==> src/hdl/flvp_pkg.sv <==
// Shared types and constants for the FLV tag header parser.
package flvp_pkg;

  localparam int unsigned OUT_DATA_W = 160;

  localparam logic [4:0] TYPE_SCRIPT = 5'd18;
  localparam logic [4:0] TYPE_VIDEO  = 5'd9;
  localparam logic [4:0] TYPE_AUDIO  = 5'd8;
  localparam logic [7:0] TYPE_MASK   = 8'h1F;

  localparam logic [23:0] HDR_LAST_IDX   = 24'd8;
  localparam logic [23:0] HDR_VER_IDX    = 24'd3;
  localparam logic [23:0] HDR_FLAGS_IDX  = 24'd4;
  localparam logic [23:0] TAG_PREV_IDX   = 24'd3;
  localparam logic [23:0] TAG_TYPE_IDX   = 24'd4;
  localparam logic [23:0] TAG_SIZE_IDX   = 24'd7;
  localparam logic [23:0] TAG_STAMP_IDX  = 24'd10;
  localparam logic [23:0] TAG_EXT_IDX    = 24'd11;
  localparam logic [23:0] TAG_LAST_IDX   = 24'd14;

  localparam logic REC_FILE_HDR = 1'b0;
  localparam logic REC_TAG      = 1'b1;

  typedef enum logic [2:0] {
    PH_HEADER  = 3'b001,
    PH_TAGHDR  = 3'b010,
    PH_PAYLOAD = 3'b100
  } phase_t;

  typedef struct packed {
    logic        record_kind;
    logic [4:0]  type_code;
    logic        filter_bit;
    logic [23:0] payload_len;
    logic [23:0] time_stamp;
    logic [7:0]  time_stamp_ext;
    logic [23:0] stream_ident;
    logic [31:0] prev_tag_size;
    logic [31:0] position;
    logic [7:0]  version;
    logic        has_video;
    logic        has_audio;
  } record_t;

endpackage

==> src/hdl/flvp_core.sv <==
// Byte-wide FLV parse state and record generation.
module flvp_core (
  input  logic             clk,
  input  logic             rst,
  input  logic             step,
  input  logic [7:0]       data_byte,
  input  logic             first_byte,
  input  logic             report_audio,
  output logic             emit,
  output flvp_pkg::record_t rec
);
  import flvp_pkg::*;

  phase_t      phase, phase_next;
  logic [23:0] field_count, field_count_next;
  logic [31:0] byte_position;
  logic [31:0] tag_start, tag_start_next;
  logic [31:0] shift_word, shift_word_next;
  logic [31:0] held_prev_size, held_prev_size_next;
  logic [7:0]  held_type_byte, held_type_byte_next;
  logic [23:0] held_size, held_size_next;
  logic [23:0] held_stamp, held_stamp_next;
  logic [7:0]  held_stamp_ext, held_stamp_ext_next;
  logic [15:0] held_version_flags, held_version_flags_next;

  phase_t      cur_phase;
  logic [23:0] cnt;
  logic [31:0] pos;
  logic [31:0] sw;
  logic [4:0]  ttype;

  always_comb begin
    cur_phase = first_byte ? PH_HEADER : phase;
    cnt       = first_byte ? 24'd0 : field_count;
    pos       = first_byte ? 32'd0 : byte_position;
    sw        = first_byte ? 32'd0 : shift_word;
    ttype     = held_type_byte[4:0] & TYPE_MASK[4:0];

    phase_next              = cur_phase;
    field_count_next        = cnt + 24'd1;
    tag_start_next          = tag_start;
    shift_word_next         = sw;
    held_prev_size_next     = held_prev_size;
    held_type_byte_next     = held_type_byte;
    held_size_next          = held_size;
    held_stamp_next         = held_stamp;
    held_stamp_ext_next     = held_stamp_ext;
    held_version_flags_next = held_version_flags;
    emit                    = 1'b0;
    rec                     = '0;

    case (cur_phase)
      PH_TAGHDR: begin
        shift_word_next = {sw[23:0], data_byte};
        if (cnt == TAG_PREV_IDX) held_prev_size_next = shift_word_next;
        if (cnt == TAG_TYPE_IDX) begin
          held_type_byte_next = data_byte;
          tag_start_next      = pos;
        end
        if (cnt == TAG_SIZE_IDX)  held_size_next      = shift_word_next[23:0];
        if (cnt == TAG_STAMP_IDX) held_stamp_next     = shift_word_next[23:0];
        if (cnt == TAG_EXT_IDX)   held_stamp_ext_next = data_byte;
        if (cnt >= TAG_LAST_IDX) begin
          emit = (ttype == TYPE_SCRIPT) || (ttype == TYPE_VIDEO) ||
                 ((ttype == TYPE_AUDIO) && report_audio);
          rec.record_kind    = REC_TAG;
          rec.type_code      = ttype;
          rec.filter_bit     = held_type_byte[5];
          rec.payload_len    = held_size;
          rec.time_stamp     = held_stamp;
          rec.time_stamp_ext = held_stamp_ext;
          rec.stream_ident   = shift_word_next[23:0];
          rec.prev_tag_size  = held_prev_size;
          rec.position       = tag_start;
          if (held_size != 24'd0) begin
            field_count_next = held_size;
            phase_next       = PH_PAYLOAD;
          end else begin
            field_count_next = 24'd0;
          end
        end
      end
      PH_PAYLOAD: begin
        if (cnt <= 24'd1) begin
          field_count_next = 24'd0;
          phase_next       = PH_TAGHDR;
        end else begin
          field_count_next = cnt - 24'd1;
        end
      end
      default: begin
        // unused codes behave as the file header phase
        phase_next      = PH_HEADER;
        shift_word_next = {sw[23:0], data_byte};
        if (cnt == HDR_VER_IDX)
          held_version_flags_next = {data_byte, held_version_flags[7:0]};
        if (cnt == HDR_FLAGS_IDX)
          held_version_flags_next = {held_version_flags[15:8], data_byte};
        if (cnt >= HDR_LAST_IDX) begin
          emit             = 1'b1;
          rec.record_kind  = REC_FILE_HDR;
          rec.position     = shift_word_next;
          rec.version      = held_version_flags[15:8];
          rec.has_video    = held_version_flags[0];
          rec.has_audio    = held_version_flags[2];
          phase_next       = PH_TAGHDR;
          field_count_next = 24'd0;
        end
      end
    endcase
  end

  always_ff @(posedge clk) begin
    if (rst) begin
      phase              <= PH_HEADER;
      field_count        <= '0;
      byte_position      <= '0;
      tag_start          <= '0;
      shift_word         <= '0;
      held_prev_size     <= '0;
      held_type_byte     <= '0;
      held_size          <= '0;
      held_stamp         <= '0;
      held_stamp_ext     <= '0;
      held_version_flags <= '0;
    end else if (step) begin
      phase              <= phase_next;
      field_count        <= field_count_next;
      byte_position      <= pos + 32'd1;
      tag_start          <= tag_start_next;
      shift_word         <= shift_word_next;
      held_prev_size     <= held_prev_size_next;
      held_type_byte     <= held_type_byte_next;
      held_size          <= held_size_next;
      held_stamp         <= held_stamp_next;
      held_stamp_ext     <= held_stamp_ext_next;
      held_version_flags <= held_version_flags_next;
    end
  end

endmodule

==> src/hdl/flv_tag_header_parser_unit.sv <==
// Top level of the FLV tag header parser: stream ports, config register, result register.
//
//  channel   dir  handshake               payload
//  s_axis    in   s_tvalid / s_tready     tdata: byte, tuser: start of file
//  m_axis    out  m_tvalid / m_tready     tdata: record fields, tuser: record kind
//  cfg       in   cfg_valid / cfg_ready   cfg_data: report_audio
//
// One byte per cycle while s_tready is high; the parse state advances on the
// accepting edge and a record appears on m_axis the following cycle.
// s_tready drops only while a record sits in the result register and m_tready is low.
// rst is synchronous and clears the parse state, the result valid and report_audio.
// cfg_ready is always high.
module flv_tag_header_parser_unit (
  input  logic                          clk,
  input  logic                          rst,
  input  logic                          s_tvalid,
  output logic                          s_tready,
  input  logic [7:0]                    s_tdata,  // [7:0] data_byte
  input  logic                          s_tuser,  // [0] first_byte
  output logic                          m_tvalid,
  input  logic                          m_tready,
  output logic [flvp_pkg::OUT_DATA_W-1:0] m_tdata,
  // m_tdata: [4:0] type_code, [5] filter_bit, [29:6] payload_len,
  // [53:30] time_stamp, [61:54] time_stamp_ext, [85:62] stream_ident,
  // [117:86] prev_tag_size, [149:118] position, [157:150] version,
  // [158] has_video, [159] has_audio
  output logic                          m_tuser,  // [0] record_kind
  input  logic                          cfg_valid,
  output logic                          cfg_ready,
  input  logic                          cfg_data  // [0] report_audio
);
  import flvp_pkg::*;

  logic    report_audio;
  logic    step;
  logic    emit;
  record_t rec;
  record_t out_rec;
  logic    out_valid;

  assign cfg_ready = 1'b1;
  assign s_tready  = !out_valid || m_tready;
  assign step      = s_tvalid && s_tready;

  always_ff @(posedge clk) begin
    if (rst) begin
      report_audio <= 1'b0;
    end else if (cfg_valid) begin
      report_audio <= cfg_data;
    end
  end

  flvp_core u_core (
    .clk          (clk),
    .rst          (rst),
    .step         (step),
    .data_byte    (s_tdata),
    .first_byte   (s_tuser),
    .report_audio (report_audio),
    .emit         (emit),
    .rec          (rec)
  );

  always_ff @(posedge clk) begin
    if (rst) begin
      out_valid <= 1'b0;
    end else if (step) begin
      out_valid <= emit;
    end else if (m_tready) begin
      out_valid <= 1'b0;
    end
  end

  always_ff @(posedge clk) begin
    if (step && emit) begin
      out_rec <= rec;
    end
  end

  assign m_tvalid = out_valid;
  assign m_tuser  = out_rec.record_kind;
  assign m_tdata  = {out_rec.has_audio, out_rec.has_video, out_rec.version,
                     out_rec.position, out_rec.prev_tag_size, out_rec.stream_ident,
                     out_rec.time_stamp_ext, out_rec.time_stamp, out_rec.payload_len,
                     out_rec.filter_bit, out_rec.type_code};

endmodule
==> config.mk <==
export PLATFORM = sky130hd
export DESIGN_NAME = flv_tag_header_parser_unit
export DESIGN_NICKNAME = d
export VERILOG_FILES = /design/src/hdl/flvp_pkg.sv /design/src/hdl/flvp_core.sv /design/src/hdl/flv_tag_header_parser_unit.sv
export SDC_FILE = /design/constraint.sdc
export NUM_CORES = 1
export LEC_CHECK = 0
export BUFFER_PORTS_ARGS = -buffer_cell sky130_fd_sc_hd__buf_2
export CAP_MARGIN = 10
export CORE_MARGIN = 3
export CORE_UTILIZATION = 53
export DETAILED_ROUTE_END_ITERATION = 8
export GPL_TIMING_DRIVEN = 0
export PLACE_DENSITY = 0.76
export SLEW_MARGIN = 40
export SYNTH_ARGS = -nofsm -noshare
export SYNTH_HDL_FRONTEND = slang
export SYNTH_SLANG_ARGS = --single-unit
==> constraint.sdc <==
create_clock -name clk -period 10.2 [get_ports clk]
set_clock_uncertainty 0.15 [all_clocks]
set_input_delay 1.02 -clock clk [delete_from_list [all_inputs] [get_ports clk]]
set_output_delay 1.02 -clock clk [all_outputs]
set_load 0.005 [all_outputs]
# Word-level counts from Yosys, hierarchy flattened
# Index checks and enable logic that the tools add are counted.
[totals] ff_bits=383 inputBits=15 elab_cells=88 output_inout_bits=164
[op_classes] eq_ne=10 n_addsub=3 muxes=24 magnitude_cmp=3 bitwise=3 n_reduce_logical=19
[op_table] op="$mux W24" n=7
[op_table] op="$mux W151" n=1
[op_table] op="$pmux W32 S2" n=1
[op_table] op="$eq A24 B3 Y1 const B" n=2
[op_table] op="$eq A24 B4 Y1 const B" n=2
[op_table] op="$ge A24 B4 Y1 const B" n=2
[op_table] op="$pmux W24 S2" n=1
[op_table] op="$mux W42" n=1
[op_table] op="$add A32 B1 Y32 const B" n=1
[op_table] op="$mux W32" n=1
[op_table] op="$add A24 B1 Y24 const B" n=1
[op_table] op="$eq A24 B2 Y1 const B" n=1
[op_table] op="$le A24 B1 Y1 const B" n=1
[op_table] op="$reduce_bool A24 Y1" n=1
[op_table] op="$sub A24 B1 Y24 const B" n=1
[op_table] op="$reduce_and A3 Y1" n=6
[op_table] op="$mux W3" n=5
[op_table] op="$eq A5 B4 Y1 const B" n=2
[op_table] op="$pmux W3 S2" n=1
[op_table] op="$eq A5 B5 Y1 const B" n=1
[op_table] op="$mux W1" n=4
[op_table] op="$reduce_and A4 Y1" n=1
[op_table] op="$eq A3 B2 Y1 const B" n=1
[op_table] op="$eq A3 B3 Y1 const B" n=1
[op_table] op="10 further kinds" n=16

# Depth between registers and ports, before layout
# Gate-level depths: netlist (run 1).
[depth] word_depth=6 ltp_mapped=15 ltp_nobuf=9

# By module
# From an unflattened synthesis (run 1), not the netlist that was laid out.
[hier_totals] cells_unflattened=1519 area_unflattened_um2=15733.8
[by_module_without_submodules] mod="flvp_core" cells_each=1347 area_per_inst_um2=10786.6 n_inst=1 seq_area_each_um2=4384.2
[by_module_without_submodules] mod="flv_tag_header_parser_unit" cells_each=172 area_per_inst_um2=4947.2 n_inst=1 seq_area_each_um2=4874.7

# Worst setup path before layout (run 1)
# No wires, ideal clock.
[synth_path] path_type="in2reg" from="input s_tuser" to="register out_rec, in the netlist m_tdata[0] (enable)" setup_slack_ps=-915 arrival_time_ps=10280 setup_time_ps=684 n_path_buf=6 stages=15 path_cell_list="clkbuf_1 inv_1 clkbuf_1 clkbuf_1 clkbuf_1 nand2_1 inv_1 ha_1 o211a_1 a211oi_1 a21oi_1 clkbuf_1 clkbuf_1 a21oi_1 nor2_1"
[synth_between] elab_chain_cells=5 word_cells_on_any_way=10 cone_classes="order compare (2); eq/ne (2); mux (5); reduce/logical (1)"
[synth_lines] element="start: declaration" line="flv_tag_header_parser_unit.sv:19" text="input logic s_tuser,"
[synth_lines] element="$mux W24" line="flvp_core.sv:34" text="cnt = first_byte ? 24'd0 : field_count;"
[synth_lines] element="$ge A24 B4 Y1, on equally long branches" line="flvp_core.sv:99, flvp_core.sv:63"
[synth_lines] element="$mux W1, on equally long branches" line="flvp_core.sv:99, flvp_core.sv:63"
[synth_lines] element="$pmux W1 S2 *" line="flvp_core.sv:52" text="case (cur_phase)"
[synth_lines] element="$logic_and A1 B1 Y1 *" line="flv_tag_header_parser_unit.sv:75" text="if (step && emit) begin"
[synth_lines] element="end signal: assignment" line="flv_tag_header_parser_unit.sv:76" text="out_rec <= rec;"
[synth_lines] element="end: declaration" line="flv_tag_header_parser_unit.sv:38" text="record_t out_rec;"
# Mark *: on every way between the ends. The rest lies on a longest branch, timed or not.
# A chain may end at the register's enable or synchronous reset.

# Worst setup path after layout (run 1)
[layout_path] from="input s_tuser" to="register out_rec, in the netlist m_tdata[44] (enable)"
# The elaborated chain is that of the path after synthesis.

==> impl_metrics.yaml, run 1 <==
run_status:
  status: "finished clean"
worst_setup_path:
  worstSetupPathType: "input port to flip-flop"
  path_max_fanout: 24
  crit_required_ps: 10280
  end_kind: "flip-flop"
  startpoint_type: "input port"
  worst-endpoint-arrival_ps: 6730
synthesis:
  synth.area.top_cells: "edfxtp_1, dfxtp_1, a21oi_1"
  synth_area_sq_um: 16080
  synth_top_area_cell: "edfxtp_1"
  synth_warnings: 0
  synth_top_family_by_area: "simple AND/OR/NAND/NOR gates"
  yosysMostFrequentCell: "dfxtp_1"
  synth_edf_count: 161
  synth_top_area_frac: 0.3006
  synthMuxAreaShare: 0.02559
  seq_area_frac_synth: 0.5757
  syn_inst: 1585
  synth_nets: 1605
  synthAdderAreaFrac: 0.003890
  synth-seq-cells: 382
  synth-simple-area-share: 0.2033
  ys_types: 77
  synth_compound_area_frac: 0.1410
  synth-xor-area-share: 0.01035
  synth_common_cells: "dfxtp_1, edfxtp_1, a21oi_1, nand2_1, and2_1"
  synth_top_flop_cell: "dfxtp_1"
  async_flop_share: 0
  syn_area_per_cell_sq_um: 10.15
power:
  power.internal_mw: 2.497
  power.density_nw_per_um2: 175.2
  comb_power_share: 0.079
  switchingPower_uw: 810.1
  pwr-share-seq: 0.500
  ir_drop_v: 0.00009783
  p_sw_frac: 0.2450
  clockPowerShare: 0.421
  fin_total_pwr_mw: 3.307
  leakage_nw: 6.893
drt:
  drtAntennaViolNets: 0
  drt-total-wl_microns: 49050
  drt_iter0_markers: 1714
  vias: 13560
  first_pass_iters: 5
  wl_per_cell_microns: 22.07
  vias_per_cell: 6.100
  drc: 0
clock_network:
  clockRootBuffer: "clkbuf_16"
  clock_latency_ps: 540
  cts_setup_buffers: 0
  cts_tree: "done"
  cts_buffers: 39
  cts_buffer_depth: 3
  hold_buffers: 0
  clkSinkCount: 382
  clk_pin_slew_ps: 60
  cts_resized: 0
  htreeDepth: 2
finish:
  syn_to_final_growth_pct: 17.39
  layout.nets: 1822
  diodes: 0
  drive_gt1_frac: 0.1598
  post-route-util: 0.6337
  fillers: 2419
place:
  gp_congestion: 0.9632
  portBuffers: 168
  dp_hpwl_microns: 34650
global_route:
  grt_max_degree: 25
  antenna_found_initial: 0
  grt_pass1_wl_microns: 74730
  overflow: 0
  grt_pass1_vias: 12800
  grt_use_total: 0.2913
sta:
  setup_viol: 0
  maxSlewViolCount: 0
  hold_viol: 0
  tightest_slew_ps: 913.1
  fmax_mhz: 150.3
  fin_crit_ps: 6652
  worst_hold_slack_ps: 300.4
  final.period_utilization: 0.6521
  rsz0062_at_grt: "false"
  slew_headroom: 0.3900
job:
  drv_cap: 0
floorplan:
  placement_rows: 63
  initial_core_util: 0.5398
  io_pins: 179
  core-area_sq_um: 29800
  die_w_microns: 180.2
  fp.dieArea_sq_um: 32470
  die_height_microns: 180.2
min_path:
  worst_hold_path_type: "flip-flop to flip-flop"
final timing paths:
check	startpoint	to	slack, ps	depth (start not counted)
worst min-delay path	u_core.shift_word[15]	u_core.shift_word[15]	300	2
worst min register to register	u_core.shift_word[15]	u_core.shift_word[15]	300	2
worst max-delay path	s_tuser	m_tdata[44]	3550	20
worst max register to register	u_core.field_count[1]	m_tdata[44]	5570	15
per-layer routing:
layer	global-route usage	up-vias	part of all wire
met4	0.1213	0	0.044
li1	-	6168	-
met3	0.05854	149	0.10
met5	0	-	0
met1	0.3943	6459	0.40
met2	0.4617	785	0.46
flip-flops by register name, indices dropped and copies added (netlist names), 24 cells and up:
name,flops
m_tdata,160
u_core.field_count,24
u_core.held_size,24
u_core.byte_position,32
u_core.held_stamp,24
u_core.held_prev_size,32
u_core.shift_word,24
u_core.tag_start,32
power groups by stage:
| stage | registers [mW] | clock network, mW | logic (mW) |
|---|---|---|---|
| floorplan | 1.69 | 0 | 0.139 |
| detailed placement | 1.69 | 0 | 0.254 |
| global placement | 1.69 | 0 | 0.237 |
| global route | 1.66 | 1.46 | 0.279 |
| CTS | 1.65 | 1.40 | 0.255 |
| finish | 1.65 | 1.39 | 0.262 |
area by class of cell:
| cell class | count | area (sq um) | area share |
|---|---|---|---|
| well taps | 390 | 488.0 | 0.02584 |
| multi-input cells | 1052 | 6233 | 0.3302 |
| inverters | 16 | 60.06 | 0.003181 |
| clock buffers | 53 | 1049 | 0.05553 |
| plain buffers | 135 | 584.3 | 0.03095 |
| repair buffers | 176 | 1011 | 0.05355 |
| clock inverters | 19 | 196.4 | 0.01040 |
| flip-flops and latches | 382 | 9259 | 0.4904 |
stage by stage:
step | TNS (ps) | cells | instance area [sq um] | worst slack [ps]
6_report | 0 | 2223 | 18880 | 3548
3_3_place_gp | -220650 | 2143 | 17420 | -1381
3_5_place_dp | 0 | 2151 | 17600 | 3266
4_1_cts | 0 | 2223 | 18850 | 3798
2_1_floorplan | 0 | 1585 | 16090 | 1802
5_1_grt | 0 | 2223 | 18880 | 3304
worst max-delay path, stage by stage:
cell,delay (ps)
buf_2,170
clkbuf_1,280
inv_1,260
clkbuf_1,520
clkbuf_1,540
clkbuf_1,450
nand2_1,180
inv_1,120
ha_1,210
o211a_1,150
a211oi_1,120
a21oi_1,250
clkbuf_1,360
clkbuf_1,510
a21oi_1,260
nor2_4,470
buf_16,220
buf_16,180
buf_8,210
buf_8,220
cells by family after synthesis:
| kind of cell | after synthesis |
|---|---|
| compound gates | 368 |
| other cells | 1 |
| mux | 41 |
| xor+xnor | 19 |
| flops | 382 |
| fa+ha+maj | 5 |
| simple gates | 618 |
| buf+inv | 151 |
layout by cell type (no fill, tap or decap), types with 10 or more instances in the layout:
cell,n
nor3_1,20
nor2b_1,24
inv_1,15
nor2_1,90
edfxtp_1,161
nand4_1,29
a311oi_1,10
and2_1,121
o21ai_0,86
nand2b_1,11
a21oi_1,158
nand3_1,107
xor2_1,14
clkbuf_16,39
a211oi_1,11
a22o_1,32
o211ai_1,10
or4_1,11
clkbuf_1,119
dfxtp_1,221
nand2_1,140
nor4_1,18
mux2i_1,40
a31o_2,10
buf_2,183
Note: power is estimated with default switching activity, not from simulation.
==> run 2, diff against run 1 <==
--- a/config.mk
+++ b/config.mk
@@ -8,7 +8,7 @@
 export BUFFER_PORTS_ARGS = -buffer_cell sky130_fd_sc_hd__buf_2
 export CAP_MARGIN = 10
 export CORE_MARGIN = 3
-export CORE_UTILIZATION = 53
+export CORE_UTILIZATION = 55
 export DETAILED_ROUTE_END_ITERATION = 8
 export GPL_TIMING_DRIVEN = 0
 export PLACE_DENSITY = 0.76
==> constraint.sdc (replaced) <==
create_clock -name clk -period 6.7 [get_ports clk]
set_clock_uncertainty 0.15 [all_clocks]
set_input_delay 0.67 -clock clk [delete_from_list [all_inputs] [get_ports clk]]
set_output_delay 0.67 -clock clk [all_outputs]
set_load 0.005 [all_outputs]
==> run 2 against run 1 <==
Compared with the run above:
- first-iteration DRC count down 12%
- via count decreased by 0.19%
- clock power is 50% higher
- die area shrank 3.5%
- design area fell by 0.27%
- routed wire length is 2.6% lower
- critical path type unchanged
==> impl_metrics.yaml, run 2 (same netlist as run 1, synthesis figures left out) <==
finish:
  final_common_cell: "dfxtp_1"
  diodes: 0
  largest_reg_flops: 160
  post-route-util: 0.6650
  layout.nets: 1823
  drive_gt1_frac: 0.1592
  syn_to_final_growth_pct: 17.07
  mostFrequentLayoutCells: "dfxtp_1, buf_2, edfxtp_1, a21oi_1, nand2_1"
  fillers: 2260
worst_setup_path:
  crit_required_ps: 6780
  r2r_cells: 15
  worstSetupEndpoint: "m_tdata[114]"
  rrSetupSlack_ps: 2400
  end_kind: "flip-flop"
  path_max_fanout: 22
  critPathTopFamily: "buffers and inverters"
  crit_slowest_cell: "clkbuf_1"
  crit_start: "s_tuser"
  path_depth: 20
  critical_path_buf_inv_count: 13
  startpoint_type: "input port"
  worstSetupPathType: "input port to flip-flop"
  worst-endpoint-arrival_ps: 6150
  crit_top_cell: "clkbuf_1"
  r2r-start: "u_core.field_count[1]"
  r2r_end: "m_tdata[114]"
  crit_path_max_incr_delay_ps: 540
  path_cells: "buf_2, clkbuf_1, inv_1, clkbuf_1, clkbuf_1, clkbuf_1, nand2_1, inv_1, ha_1, o211a_1, a211oi_1, a21oi_1, clkbuf_1, clkbuf_1, a21oi_1, nor2_4, buf_8, buf_8, buf_16, buf_8"
sta:
  hold_viol: 0
  setup_viol: 0
  maxSlewViolCount: 0
  tightest_slew_ps: 915.0
  worst_hold_slack_ps: 265.0
  final.period_utilization: 0.9059
  fmax_mhz: 164.8
  slew_headroom: 0.3887
  fin_crit_ps: 6069
  rsz0062_at_grt: "false"
global_route:
  grt_pass1_wl_microns: 72280
  grt_max_degree: 24
  grt_use_total: 0.2978
  grt_pass1_vias: 12450
  antenna_found_initial: 0
  overflow: 0
drt:
  drt-total-wl_microns: 47760
  vias: 13540
  drc: 0
  drt_iter0_markers: 1515
  vias_per_cell: 6.119
  first_pass_iters: 6
  wl_per_cell_microns: 21.59
  drtAntennaViolNets: 0
clock_network:
  clk_pin_slew_ps: 60
  cts_buffers: 39
  hold_buffers: 0
  cts_buffer_depth: 3
  clock_latency_ps: 530
  cts_resized: 0
  cts_setup_buffers: 0
  cts_tree: "done"
  clockRootBuffer: "clkbuf_16"
  htreeDepth: 2
  clkSinkCount: 382
floorplan:
  die_height_microns: 177.0
  placement_rows: 61
  fp.dieArea_sq_um: 31330
  io_pins: 179
  core-area_sq_um: 28320
  initial_core_util: 0.5680
  die_w_microns: 177.0
power:
  ir_drop_v: 0.0001577
  power.density_nw_per_um2: 265.7
  leakage_nw: 6.883
run_status:
  status: "finished clean"
place:
  gp_congestion: 0.9485
  portBuffers: 168
  dp_hpwl_microns: 33700
job:
  drv_cap: 0
min_path:
  worst_hold_path_type: "input port to flip-flop"
[run 2: final cells by class]
| cell class | instances | area [sq um] | share of cell area |
|---|---|---|---|
| clock buffer | 57 | 1085 | 0.05761 |
| buffer | 135 | 585.6 | 0.03110 |
| inverter | 16 | 60.06 | 0.003190 |
| multi-input combinational | 1052 | 6230 | 0.3309 |
| clock inverter | 15 | 136.4 | 0.007243 |
| tap | 378 | 473.0 | 0.02512 |
| timing repair buffer | 177 | 1001 | 0.05316 |
| sequential | 382 | 9259 | 0.4917 |
[run 2: through the flow]
step / area, sq um / std cells / setup WS (ps) / power (mW) / setup TNS, ps
6_report: 18830 / 2212 / 630.7 / 5.003 / 0
3_5_place_dp: 17590 / 2140 / 339.4 / 2.949 / 0
2_1_floorplan: 16090 / 1585 / 450.2 / 2.782 / 0
3_3_place_gp: 17410 / 2131 / -2062 / 2.932 / -330040
4_1_cts: 18810 / 2212 / 883.1 / 4.997 / 0
5_1_grt: 18830 / 2212 / 345.3 / 5.134 / 0
[run 2: power breakdown]
part | switching, mW | leakage (nW) | internal (mW)
Sequential | 0.0290 | 3.34 | 2.49
Combinational | 0.277 | 2.94 | 0.120
Clock | 0.884 | 0.597 | 1.21
[run 2: worst min-delay path by stage]
| stage | start | to | slack (ps) | cells past startpoint |
|---|---|---|---|---|
| 2_1_floorplan | u_core.held_type_byte[5] | u_core.held_type_byte[5] | 280 | 2 |
| 3_3_place_gp | u_core.shift_word[1] | u_core.shift_word[1] | 290 | 2 |
| 3_5_place_dp | u_core.shift_word[4] | u_core.shift_word[4] | 290 | 2 |
| 4_1_cts | cfg_data | report_audio | 260 | 3 |
| 5_1_grt | cfg_data | report_audio | 290 | 3 |
| 6_report | cfg_data | report_audio | 260 | 3 |
[run 2: worst reg2reg max path: stages (launching register included)]
cell and delay [ps]:
dfxtp_1 310, clkbuf_1 340, nand2_1 180, inv_1 120
ha_1 200, o211a_1 150, a211oi_1 110, a21oi_1 250
clkbuf_1 370, clkbuf_1 520, a21oi_1 310, nor2_4 190
buf_8 210, buf_8 200, buf_16 170, buf_8 200
[run 2: metal layers]
metal / wire length, microns / global-route usage
met1: 19270 / 0.4178
met2: 21630 / 0.4652
met3: 5039 / 0.05727
met4: 1815 / 0.1054
met5: 0 / 0
